## config.mk

```make
export PLATFORM = sky130hd
export DESIGN_NAME = pid_position_hold
export DESIGN_NICKNAME = d
export VERILOG_FILES = /design/src/sv/pph_pkg.sv /design/src/sv/pph_div.sv /design/src/sv/pid_position_hold.sv
export VERILOG_INCLUDE_DIRS = /design/src /design/src/sv
export SDC_FILE = /design/constraint.sdc
export NUM_CORES = 2
export LEC_CHECK = 0
export ABC_AREA = 0
export BUFFER_PORTS_ARGS = -buffer_cell sky130_fd_sc_hd__buf_2
export CORE_ASPECT_RATIO = 2
export CORE_MARGIN = 2
export CORE_UTILIZATION = 35
export CTS_CLUSTER_SIZE = 10
export DETAILED_ROUTE_END_ITERATION = 6
export PLACE_DENSITY = 0.49
export RECOVER_POWER = 100
export SLEW_MARGIN = 10
export SYNTH_ARGS = -nofsm -noshare
export SYNTH_HDL_FRONTEND = slang
export SYNTH_SLANG_ARGS = --single-unit
```

## constraint.sdc

```tcl
create_clock -name clk -period 9 [get_ports clk]
set_clock_uncertainty 0.15 [all_clocks]
set_input_delay 1.8 -clock clk [delete_from_list [all_inputs] [get_ports clk]]
set_output_delay 1.8 -clock clk [all_outputs]
set_load 0.05 [all_outputs]
```

## src/sv/pid_position_hold_macros.svh

```systemverilog
// assertion macros shared by the pid position hold rtl
// expects clk and arst_n in scope where used
`ifndef PID_POSITION_HOLD_MACROS_SVH
`define PID_POSITION_HOLD_MACROS_SVH

// same-cycle implication, disabled in reset
`define PPH_ASSERT_IMP(lbl, ante, cons, msg) \
	lbl: assert property (@(posedge clk) disable iff (!arst_n) (ante) |-> (cons)) \
		else $error(msg);

// next-cycle implication, disabled in reset
`define PPH_ASSERT_NXT(lbl, ante, cons, msg) \
	lbl: assert property (@(posedge clk) disable iff (!arst_n) (ante) |=> (cons)) \
		else $error(msg);

`endif

```

## src/sv/pph_pkg.sv

```systemverilog
// package for the pid position hold block: widths, codes and the microcode rom
// no dependencies
`timescale 1ns / 1ps

package pph_pkg;

	// field widths
	localparam int ANGLE_W         = 16;
	localparam int ERR_W           = ANGLE_W + 1;
	localparam int GAIN_W          = 16;
	localparam int DEADBAND_W      = 15;
	localparam int DUTY_W          = 7;
	localparam int OUT_W           = 8;
	localparam int DIR_W           = 2;
	localparam int CFG_IDX_W       = 3;
	localparam int CFG_DATA_W      = 16;
	localparam int ANGLE_FRAC_BITS = 6;

	// parameter defaults
	localparam int ACCUM_WIDTH_DEF    = 24;
	localparam int GAIN_FRAC_BITS_DEF = 8;

	localparam logic [DUTY_W-1:0] DUTY_RESET = 7'd100;

	// drive direction codes
	localparam logic [DIR_W-1:0] DIR_COAST   = 2'd0;
	localparam logic [DIR_W-1:0] DIR_FORWARD = 2'd1;
	localparam logic [DIR_W-1:0] DIR_REVERSE = 2'd2;

	// configuration register indexes
	typedef enum logic [CFG_IDX_W-1:0] {
		REG_DEADBAND   = 3'd0,
		REG_PROP_GAIN  = 3'd1,
		REG_INTEG_GAIN = 3'd2,
		REG_DERIV_GAIN = 3'd3,
		REG_DUTY_LIMIT = 3'd4
	} reg_idx_t;

	// microprogram addressing
	localparam int PC_W = 4;
	typedef logic [PC_W-1:0] pc_t;

	localparam pc_t STEP_CHECK   = 4'd0;
	localparam pc_t STEP_MUL_P   = 4'd1;
	localparam pc_t STEP_ADD_P   = 4'd2;
	localparam pc_t STEP_SAT_I   = 4'd3;
	localparam pc_t STEP_CLAMP_I = 4'd4;
	localparam pc_t STEP_MUL_I   = 4'd5;
	localparam pc_t STEP_ADD_I   = 4'd6;
	localparam pc_t STEP_MUL_D   = 4'd7;
	localparam pc_t STEP_ADD_D   = 4'd8;
	localparam pc_t STEP_CLAMP_S = 4'd9;
	localparam pc_t STEP_FINISH  = 4'd10;
	localparam pc_t STEP_COAST   = 4'd11;

	// datapath operation of one step
	typedef enum logic [2:0] {
		OP_CHECK   = 3'd0,
		OP_MUL     = 3'd1,
		OP_ADD     = 3'd2,
		OP_SAT_I   = 3'd3,
		OP_CLAMP_I = 3'd4,
		OP_CLAMP_S = 3'd5,
		OP_FINISH  = 3'd6,
		OP_COAST   = 3'd7
	} op_t;

	// multiplier operand pair
	typedef enum logic [1:0] {
		MS_ERR   = 2'd0,
		MS_INTEG = 2'd1,
		MS_DERR  = 2'd2
	} mul_sel_t;

	// jump conditions
	typedef enum logic [1:0] {
		JC_NONE     = 2'd0,
		JC_INBAND   = 2'd1,
		JC_NO_INTEG = 2'd2,
		JC_NO_DERIV = 2'd3
	} jmp_cond_t;

	typedef struct packed {
		op_t       op;
		mul_sel_t  mul_sel;
		jmp_cond_t cond;
		pc_t       target;
	} ucode_t;

	// control store
	function automatic ucode_t ucode_rom(input pc_t pc);
		ucode_t w;
		unique case (pc)
			STEP_CHECK:   w = '{OP_CHECK,   MS_ERR,   JC_INBAND,   STEP_COAST};
			STEP_MUL_P:   w = '{OP_MUL,     MS_ERR,   JC_NONE,     STEP_CHECK};
			STEP_ADD_P:   w = '{OP_ADD,     MS_ERR,   JC_NO_INTEG, STEP_MUL_D};
			STEP_SAT_I:   w = '{OP_SAT_I,   MS_ERR,   JC_NONE,     STEP_CHECK};
			STEP_CLAMP_I: w = '{OP_CLAMP_I, MS_ERR,   JC_NONE,     STEP_CHECK};
			STEP_MUL_I:   w = '{OP_MUL,     MS_INTEG, JC_NONE,     STEP_CHECK};
			STEP_ADD_I:   w = '{OP_ADD,     MS_ERR,   JC_NONE,     STEP_CHECK};
			STEP_MUL_D:   w = '{OP_MUL,     MS_DERR,  JC_NO_DERIV, STEP_CLAMP_S};
			STEP_ADD_D:   w = '{OP_ADD,     MS_ERR,   JC_NONE,     STEP_CHECK};
			STEP_CLAMP_S: w = '{OP_CLAMP_S, MS_ERR,   JC_NONE,     STEP_CHECK};
			STEP_FINISH:  w = '{OP_FINISH,  MS_ERR,   JC_NONE,     STEP_CHECK};
			STEP_COAST:   w = '{OP_COAST,   MS_ERR,   JC_NONE,     STEP_CHECK};
			default:      w = '{OP_COAST,   MS_ERR,   JC_NONE,     STEP_CHECK};
		endcase
		return w;
	endfunction

endpackage

```

## src/sv/pph_div.sv

```systemverilog
// restoring unsigned divider, one quotient bit per cycle
// standalone; widths come from the instantiating module
`timescale 1ns / 1ps

module pph_div #(
	parameter int NUM_W = 25,
	parameter int DEN_W = 16
) (
	input  logic             clk,
	input  logic             arst_n,
	input  logic             start,
	input  logic [NUM_W-1:0] numer,
	input  logic [DEN_W-1:0] denom,
	output logic             done,
	output logic [NUM_W-1:0] quot
);

	localparam int CNT_W = $clog2(NUM_W + 1);

	logic [NUM_W-1:0] num_q;
	logic [DEN_W-1:0] den_q;
	logic [DEN_W-1:0] rem_q;
	logic [CNT_W-1:0] cnt_q;
	logic             busy_q;
	logic             done_q;

	logic [DEN_W:0]   trial;
	logic [DEN_W+1:0] diff;
	logic             ge;

	// trial subtract of the shifted remainder
	assign trial = {rem_q, num_q[NUM_W-1]};
	assign diff  = {1'b0, trial} - {2'b00, den_q};
	assign ge    = !diff[DEN_W+1];

	// control
	always_ff @(posedge clk or negedge arst_n) begin
		if (!arst_n) begin
			busy_q <= 1'b0;
			done_q <= 1'b0;
			cnt_q  <= '0;
		end else if (start) begin
			busy_q <= 1'b1;
			done_q <= 1'b0;
			cnt_q  <= CNT_W'(NUM_W);
		end else if (busy_q) begin
			cnt_q <= cnt_q - 1'b1;
			if (cnt_q == CNT_W'(1)) begin
				busy_q <= 1'b0;
				done_q <= 1'b1;
			end
		end
	end

	// remainder and quotient shift register
	always_ff @(posedge clk) begin
		if (start) begin
			num_q <= numer;
			den_q <= denom;
			rem_q <= '0;
		end else if (busy_q) begin
			num_q <= {num_q[NUM_W-2:0], ge};
			rem_q <= ge ? diff[DEN_W-1:0] : trial[DEN_W-1:0];
		end
	end

	assign done = done_q;
	assign quot = num_q;

endmodule

```

## src/sv/pid_position_hold.sv

```systemverilog
// pid position hold controller with deadband and integral anti-windup
// uses pph_pkg, pph_div and pid_position_hold_macros.svh
//
// usage:
//  - item channel (item_valid/item_ready) carries target_angle and measured_angle,
//    signed 1/64 degree; result channel (result_valid/result_ready) carries
//    signed_output, drive_dir and drive_pct
//  - cfg_we/cfg_index/cfg_data writes a register; write only while idle
//  - one item is worked at a time by a microcoded sequencer over a shared
//    multiplier and accumulator; item_ready is high whenever no item is in work
//  - an error inside the deadband goes from the check step straight to coast;
//    otherwise the proportional term is added, then the integral term when
//    integ_gain is nonzero, its clamp waiting on the restoring divider for the
//    windup bound, one quotient bit per cycle; the derivative add is skipped
//    when deriv_gain is zero or no earlier item has finished
//  - a new item is taken only once the last one leaves work; the output register
//    holds a result while the next item is taken and worked
//  - a stalled receiver holds the sequencer at its last step until the
//    pending result transfers
//  - reset clears state and integral, sets duty_limit to 100, gains to 0
`timescale 1ns / 1ps
`include "pid_position_hold_macros.svh"

module pid_position_hold
	import pph_pkg::*;
#(
	parameter int ACCUM_WIDTH    = ACCUM_WIDTH_DEF,
	parameter int GAIN_FRAC_BITS = GAIN_FRAC_BITS_DEF
) (
	input  logic                       clk,
	input  logic                       arst_n,
	input  logic                       item_valid,
	output logic                       item_ready,
	input  logic signed [ANGLE_W-1:0]  target_angle,
	input  logic signed [ANGLE_W-1:0]  measured_angle,
	output logic                       result_valid,
	input  logic                       result_ready,
	output logic signed [OUT_W-1:0]    signed_output,
	output logic [DIR_W-1:0]           drive_dir,
	output logic [DUTY_W-1:0]          drive_pct,
	input  logic                       cfg_we,
	input  logic [CFG_IDX_W-1:0]       cfg_index,
	input  logic [CFG_DATA_W-1:0]      cfg_data
);

	localparam int SCALE_BITS = ANGLE_FRAC_BITS + GAIN_FRAC_BITS;
	localparam int NUM_W      = DUTY_W + SCALE_BITS;
	localparam int MUL_A_W    = NUM_W + 1;
	localparam int PROD_W     = MUL_A_W + GAIN_W + 1;
	localparam int TERM_W     = ERR_W + 1 + GAIN_W;
	localparam int SUM_W      = ((TERM_W > NUM_W + 1) ? TERM_W : NUM_W + 1) + 2;
	localparam int CMP_W      = ((ACCUM_WIDTH > NUM_W) ? ACCUM_WIDTH : NUM_W) + 2;

	// configuration registers
	logic [DEADBAND_W-1:0] deadband_q;
	logic [GAIN_W-1:0]     prop_gain_q;
	logic [GAIN_W-1:0]     integ_gain_q;
	logic [GAIN_W-1:0]     deriv_gain_q;
	logic [DUTY_W-1:0]     duty_limit_q;

	// sequencer and state
	logic                         busy_q;
	pc_t                          pc_q;
	logic signed [ERR_W-1:0]      err_q;
	logic signed [ERR_W-1:0]      last_err_q;
	logic                         primed_q;
	logic signed [ACCUM_WIDTH-1:0] integ_q;
	logic signed [PROD_W-1:0]     prod_q;
	logic signed [SUM_W-1:0]      acc_q;

	// result register
	logic                     result_valid_q;
	logic signed [OUT_W-1:0]  signed_output_q;
	logic [DIR_W-1:0]         drive_dir_q;
	logic [DUTY_W-1:0]        drive_pct_q;

	ucode_t                    uc;
	logic [ERR_W-1:0]          err_mag;
	logic                      inband;
	logic                      jump;
	logic                      last_step;
	logic                      stall;
	logic                      step_go;
	logic                      div_done;
	logic [NUM_W-1:0]          div_quot;
	logic [NUM_W-1:0]          lim_u;
	logic signed [ERR_W:0]     derr;
	logic signed [MUL_A_W-1:0] mul_a;
	logic [GAIN_W-1:0]         mul_b;
	logic signed [ACCUM_WIDTH:0] isum;
	logic signed [ACCUM_WIDTH-1:0] isat;
	logic signed [CMP_W-1:0]   icmp;
	logic signed [CMP_W-1:0]   ilim_c;
	logic signed [CMP_W-1:0]   iclamp;
	logic signed [SUM_W-1:0]   lim_s;
	logic signed [SUM_W-1:0]   sclamp;
	logic [SUM_W-1:0]          acc_mag;
	logic [DUTY_W-1:0]         pct;

	// configuration writes
	always_ff @(posedge clk or negedge arst_n) begin
		if (!arst_n) begin
			deadband_q   <= '0;
			prop_gain_q  <= '0;
			integ_gain_q <= '0;
			deriv_gain_q <= '0;
			duty_limit_q <= DUTY_RESET;
		end else if (cfg_we) begin
			unique case (reg_idx_t'(cfg_index))
				REG_DEADBAND:   deadband_q   <= cfg_data[DEADBAND_W-1:0];
				REG_PROP_GAIN:  prop_gain_q  <= cfg_data[GAIN_W-1:0];
				REG_INTEG_GAIN: integ_gain_q <= cfg_data[GAIN_W-1:0];
				REG_DERIV_GAIN: deriv_gain_q <= cfg_data[GAIN_W-1:0];
				REG_DUTY_LIMIT: duty_limit_q <= cfg_data[DUTY_W-1:0];
				default: ;
			endcase
		end
	end

	// control word of the current step
	assign uc = ucode_rom(pc_q);

	// deadband test
	assign err_mag = err_q[ERR_W-1] ? ERR_W'(-err_q) : ERR_W'(err_q);
	assign inband  = err_mag <= ERR_W'(deadband_q);

	// jump conditions
	always_comb begin
		unique case (uc.cond)
			JC_NONE:     jump = 1'b0;
			JC_INBAND:   jump = inband;
			JC_NO_INTEG: jump = integ_gain_q == '0;
			JC_NO_DERIV: jump = (deriv_gain_q == '0) || !primed_q;
			default:     jump = 1'b0;
		endcase
	end

	// step advance, held for the divider or a full result register
	assign last_step = (uc.op == OP_FINISH) || (uc.op == OP_COAST);
	assign stall     = ((uc.op == OP_CLAMP_I) && !div_done) ||
	                   (last_step && result_valid_q && !result_ready);
	assign step_go   = busy_q && !stall;
	assign item_ready = !busy_q;

	// windup bound divider: (duty_limit << scale) / integ_gain
	assign lim_u = {duty_limit_q, {SCALE_BITS{1'b0}}};

	pph_div #(
		.NUM_W (NUM_W),
		.DEN_W (GAIN_W)
	) u_div (
		.clk    (clk),
		.arst_n (arst_n),
		.start  (step_go && (uc.op == OP_CHECK)),
		.numer  (lim_u),
		.denom  (integ_gain_q),
		.done   (div_done),
		.quot   (div_quot)
	);

	// shared multiplier operands
	assign derr = (ERR_W+1)'(err_q) - (ERR_W+1)'(last_err_q);

	always_comb begin
		case (uc.mul_sel)
			MS_ERR: begin
				mul_a = MUL_A_W'(err_q);
				mul_b = prop_gain_q;
			end
			MS_INTEG: begin
				mul_a = MUL_A_W'(integ_q);
				mul_b = integ_gain_q;
			end
			MS_DERR: begin
				mul_a = MUL_A_W'(derr);
				mul_b = deriv_gain_q;
			end
			default: begin
				mul_a = '0;
				mul_b = '0;
			end
		endcase
	end

	// integral saturating add
	assign isum = (ACCUM_WIDTH+1)'(integ_q) + (ACCUM_WIDTH+1)'(err_q);
	always_comb begin
		if (isum[ACCUM_WIDTH] != isum[ACCUM_WIDTH-1]) begin
			isat = isum[ACCUM_WIDTH] ? {1'b1, {(ACCUM_WIDTH-1){1'b0}}}
			                        : {1'b0, {(ACCUM_WIDTH-1){1'b1}}};
		end else begin
			isat = isum[ACCUM_WIDTH-1:0];
		end
	end

	// integral clamp to the windup bound
	assign icmp   = CMP_W'(integ_q);
	assign ilim_c = $signed({{(CMP_W-NUM_W){1'b0}}, div_quot});
	always_comb begin
		if (icmp > ilim_c) begin
			iclamp = ilim_c;
		end else if (icmp < -ilim_c) begin
			iclamp = -ilim_c;
		end else begin
			iclamp = icmp;
		end
	end

	// sum clamp to the duty limit
	assign lim_s = $signed({{(SUM_W-NUM_W){1'b0}}, lim_u});
	always_comb begin
		if (acc_q > lim_s) begin
			sclamp = lim_s;
		end else if (acc_q < -lim_s) begin
			sclamp = -lim_s;
		end else begin
			sclamp = acc_q;
		end
	end

	// magnitude truncated toward zero
	assign acc_mag = acc_q[SUM_W-1] ? SUM_W'(-acc_q) : SUM_W'(acc_q);
	assign pct     = acc_mag[SCALE_BITS +: DUTY_W];

	// sequencer
	always_ff @(posedge clk or negedge arst_n) begin
		if (!arst_n) begin
			busy_q <= 1'b0;
			pc_q   <= STEP_CHECK;
		end else if (item_valid && item_ready) begin
			busy_q <= 1'b1;
			pc_q   <= STEP_CHECK;
		end else if (step_go) begin
			if (last_step) begin
				busy_q <= 1'b0;
			end
			pc_q <= jump ? uc.target : pc_q + 1'b1;
		end
	end

	// controller state kept across items
	always_ff @(posedge clk or negedge arst_n) begin
		if (!arst_n) begin
			integ_q    <= '0;
			last_err_q <= '0;
			primed_q   <= 1'b0;
		end else if (step_go) begin
			case (uc.op)
				OP_SAT_I:   integ_q <= isat;
				OP_CLAMP_I: integ_q <= iclamp[ACCUM_WIDTH-1:0];
				OP_FINISH: begin
					last_err_q <= err_q;
					primed_q   <= 1'b1;
				end
				OP_COAST:   last_err_q <= err_q;
				default: ;
			endcase
		end
	end

	// datapath registers
	always_ff @(posedge clk) begin
		if (item_valid && item_ready) begin
			err_q <= ERR_W'(target_angle) - ERR_W'(measured_angle);
		end
		if (step_go) begin
			case (uc.op)
				OP_CHECK:   acc_q  <= '0;
				OP_MUL:     prod_q <= mul_a * $signed({1'b0, mul_b});
				OP_ADD:     acc_q  <= acc_q + SUM_W'(prod_q);
				OP_CLAMP_S: acc_q  <= sclamp;
				default: ;
			endcase
		end
	end

	// result register
	always_ff @(posedge clk or negedge arst_n) begin
		if (!arst_n) begin
			result_valid_q <= 1'b0;
		end else if (step_go && last_step) begin
			result_valid_q <= 1'b1;
		end else if (result_ready) begin
			result_valid_q <= 1'b0;
		end
	end

	always_ff @(posedge clk) begin
		if (step_go && (uc.op == OP_COAST)) begin
			signed_output_q <= '0;
			drive_dir_q     <= DIR_COAST;
			drive_pct_q     <= '0;
		end else if (step_go && (uc.op == OP_FINISH)) begin
			drive_pct_q <= pct;
			if (acc_q == '0) begin
				signed_output_q <= '0;
				drive_dir_q     <= DIR_COAST;
			end else if (acc_q[SUM_W-1]) begin
				signed_output_q <= -$signed({1'b0, pct});
				drive_dir_q     <= DIR_REVERSE;
			end else begin
				signed_output_q <= $signed({1'b0, pct});
				drive_dir_q     <= DIR_FORWARD;
			end
		end
	end

	assign result_valid  = result_valid_q;
	assign signed_output = signed_output_q;
	assign drive_dir     = drive_dir_q;
	assign drive_pct     = drive_pct_q;

	// checks
	`PPH_ASSERT_NXT(a_accept_starts, item_valid && item_ready, busy_q && (pc_q == STEP_CHECK), "accepted item did not start the program")
	`PPH_ASSERT_NXT(a_div_wait_holds, busy_q && (uc.op == OP_CLAMP_I) && !div_done, busy_q && $stable(pc_q), "sequencer left the divider wait early")
	`PPH_ASSERT_IMP(a_coast_zero, result_valid && (drive_dir == DIR_COAST), (drive_pct == '0) && (signed_output == '0), "coast result carries drive")

endmodule
```

==> flow_metrics.env <==
export IMPL_drt_drc_violations_left=0
export IMPL_rsz0062_at_grt="no"
export IMPL_r2r_slack_ns=0.35
export IMPL_synth_area_leader_cell="fa_1"
export IMPL_ys_seq_elements=284
export IMPL_clk_pin_slew_worst_paths_ns=0.06
export IMPL_drt_iter0_markers=1206
export IMPL_status="finished, violations left"
export IMPL_period_needed_ns=8.65
export IMPL_synth_nets=4368
export IMPL_cts_max_path_buffers=3
export IMPL_place_congestion=0.937
export IMPL_avgViaCountPerCell=5.36
export IMPL_yosys_warnings=0
export IMPL_die_x_um=221
export IMPL_finalSetupViolCount=0
export IMPL_synthArstFlopShare_pct=44.0
export IMPL_cts_root_buf="clkbuf_16"
export IMPL_ctsHoldBuffers=0
export IMPL_drive_gt1_share_pct=9.27
export IMPL_hold_violations=0
export IMPL_grt_pass1_wl_mm=173
export IMPL_relSlewSlack_pct=-153
export IMPL_start_kind="register"
export IMPL_final_util_pct=39.3
export IMPL_critPathSlowestCell="fa_1"
export IMPL_antenna_found_initial=0
export IMPL_wl_per_cell_um=22.1
export IMPL_die_area_um2=97000
export IMPL_syn_area_per_cell_um2=8.98
export IMPL_r2r_end="prod_q[35]"
export IMPL_cp_max_fo=4
export IMPL_synth_top_area_share_pct=20.2
export IMPL_holdWs_ns=0.297
export IMPL_r2r_start="err_q[1]"
export IMPL_ys_seq_area_share_pct=22.5
export IMPL_fillers=9577
export IMPL_timing_final_crit_share_pct=96.2
export IMPL_synth_edf_count=112
export IMPL_syn2layout_area_growth_pct=11.4
export IMPL_synthFlopType="dfrtp_1"
export IMPL_rows=159
export IMPL_dpl_worst_slack_ns=-0.0473
export IMPL_cts_htree_levels=2
export IMPL_violations="max-capacitance violations, max-slew violations"
export IMPL_slowest_delay_ns=0.57
export IMPL_track_usage_pct=23.4
export IMPL_whs_path_depth=1
export IMPL_setup_ws_ns=0.346
export IMPL_detail_route_wirelength_mm=112
export IMPL_ys_types=96
export IMPL_slew_violations=333
export IMPL_ys_top_cells_by_count="inv_1 (571), nand2_1 (381), fa_1 (334)"
export IMPL_portBuffers=74
export IMPL_clock_sinks=284
export IMPL_grt_ovfl_total=0
export IMPL_grt_pass1_vias=29500
export IMPL_cp_end_kind="register"
export IMPL_cts_tree="built"
export IMPL_syn_cell_area_um2=33000
export IMPL_crit_top_cell="fa_1"
export IMPL_via_count=27100
export IMPL_grt_max_degree=65
export IMPL_hold_class="reg -> reg"
export IMPL_yosysMostFrequentCell="inv_1"
export IMPL_min_to="drive_pct[0]"
export IMPL_insertion_delay_ns=0.59
export IMPL_start_util_pct=35.2
export IMPL_criticalPathCategory="reg -> reg"
export IMPL_dp_hpwl_mm=92.9
export IMPL_regArea_um2=7440
export IMPL_numCtsBuffers=36
export IMPL_required_ns=9.18
export IMPL_boundaryPins=75
export IMPL_syn_instance_count=3678
export IMPL_max_cap_violations=10
export IMPL_reg2reg_depth=30
export IMPL_synth_area_leaders="fa_1 (20%), ha_1 (11%), edfxtp_1 (10%), dfrtp_1 (9.2%), inv_1 (6.5%)"
export IMPL_coreArea_um2=93700
export IMPL_fin_nets=4505
export IMPL_n_antenna_cell=0
export IMPL_min_from="drive_pct[0]"
export IMPL_worst_ep_arrival_time_ns=8.83
export IMPL_multi_input_area_um2=23100
export IMPL_die_y_um=438
export IMPL_tightest_slew_ns=3.80
export IMPL_max_freq_ghz=0.116
export IMPL_dr_pass1_iters=5
export IMPL_ant_nets=0
## worst max-delay path: cells and delay by family (launching register included)
kind | cells | cell delay [ns]
compound gates | 13 | 2.98
xor+xnor | 1 | 0.08
fa+ha+maj | 8 | 3.71
buf+inv | 5 | 0.37
flops | 1 | 0.43
mux | 1 | 0.31
simple gates | 2 | 0.37
## cell usage in the layout, fill, tap and decap left out, types with 47 or more instances in the layout
cell	n
nand2_1	381
a21o_1	66
o21a_1	47
nor2b_1	51
dfxtp_1	47
o21ai_0	187
dfrtp_1	121
nand3_1	66
fa_1	333
nor2_1	241
edfxtp_1	112
inv_1	571
a21oi_1	180
ha_1	298
buf_4	125
mux2_2	72
nor3_1	68
clkbuf_1	60
buf_2	52
xor2_1	53
xnor2_1	126
## worst max-delay path by stage
stage                   from    endpoint
finish              err_q[1]  prod_q[35]
global route        err_q[1]  prod_q[30]
CTS                 err_q[1]  prod_q[31]
detailed placement  err_q[0]  prod_q[35]
global placement    err_q[0]  prod_q[35]
floorplan           err_q[2]  prod_q[35]
## registers in the layout, indices dropped and copies added, names as in the netlist, 17 cells and up
signal	count
acc_q	36
prod_q	36
integ_q	24
u_div.quot	21
err_q	17
last_err_q	17
## through the flow
step	area (um^2)	std cells	setup TNS, ns
5_1_grt	36800	5048	0
2_1_floorplan	33000	3678	0
3_5_place_dp	35700	4982	-0.0968
4_1_cts	36800	5046	-0.00579
6_report	36800	5048	0
3_3_place_gp	35700	4982	0
## cell type report
cell class | instances | area share (%)
sequential | 284 | 20.2
multi-input combinational | 2697 | 62.8
clock buffer | 57 | 2.72
tap | 1207 | 4.11
inverter | 573 | 5.85
timing repair buffer | 223 | 3.94
clock inverter | 7 | 0.408
## kinds of logic (layout without fill, tap and decap cells)
family	Yosys count	count (layout)	synth area share (%)
multiplexers	114	114	3.74
buffers and inverters	697	860	8.00
AND/OR/NAND/NOR	1032	1032	14.6
XOR/XNOR	179	179	4.75
AO/OA/AOI/OAI	738	738	14.8
adder cells (fa/ha/maj)	634	634	31.6
flip-flops	284	284	22.5
## metal layers
layer	vias to the layer above	GRT usage, %	wire [um]
li1	12700	-	-
met3	305	1.86	2840
met4	0	15.7	8910
met5	-	0	0
met1	13500	21.5	36400
met2	557	47.8	63400
## timing repair
action / in CTS / in global routing
pin swaps: 0 / 5
buffers inserted: 0 / 2
resized for setup: 1 / 31
endpoints found under the setup margin: 5 / 10
hold endpoints to repair: 0 / 0
Power is not shown: default switching activity piles up to over one toggle a cycle in this logic, so the estimate is an artifact.
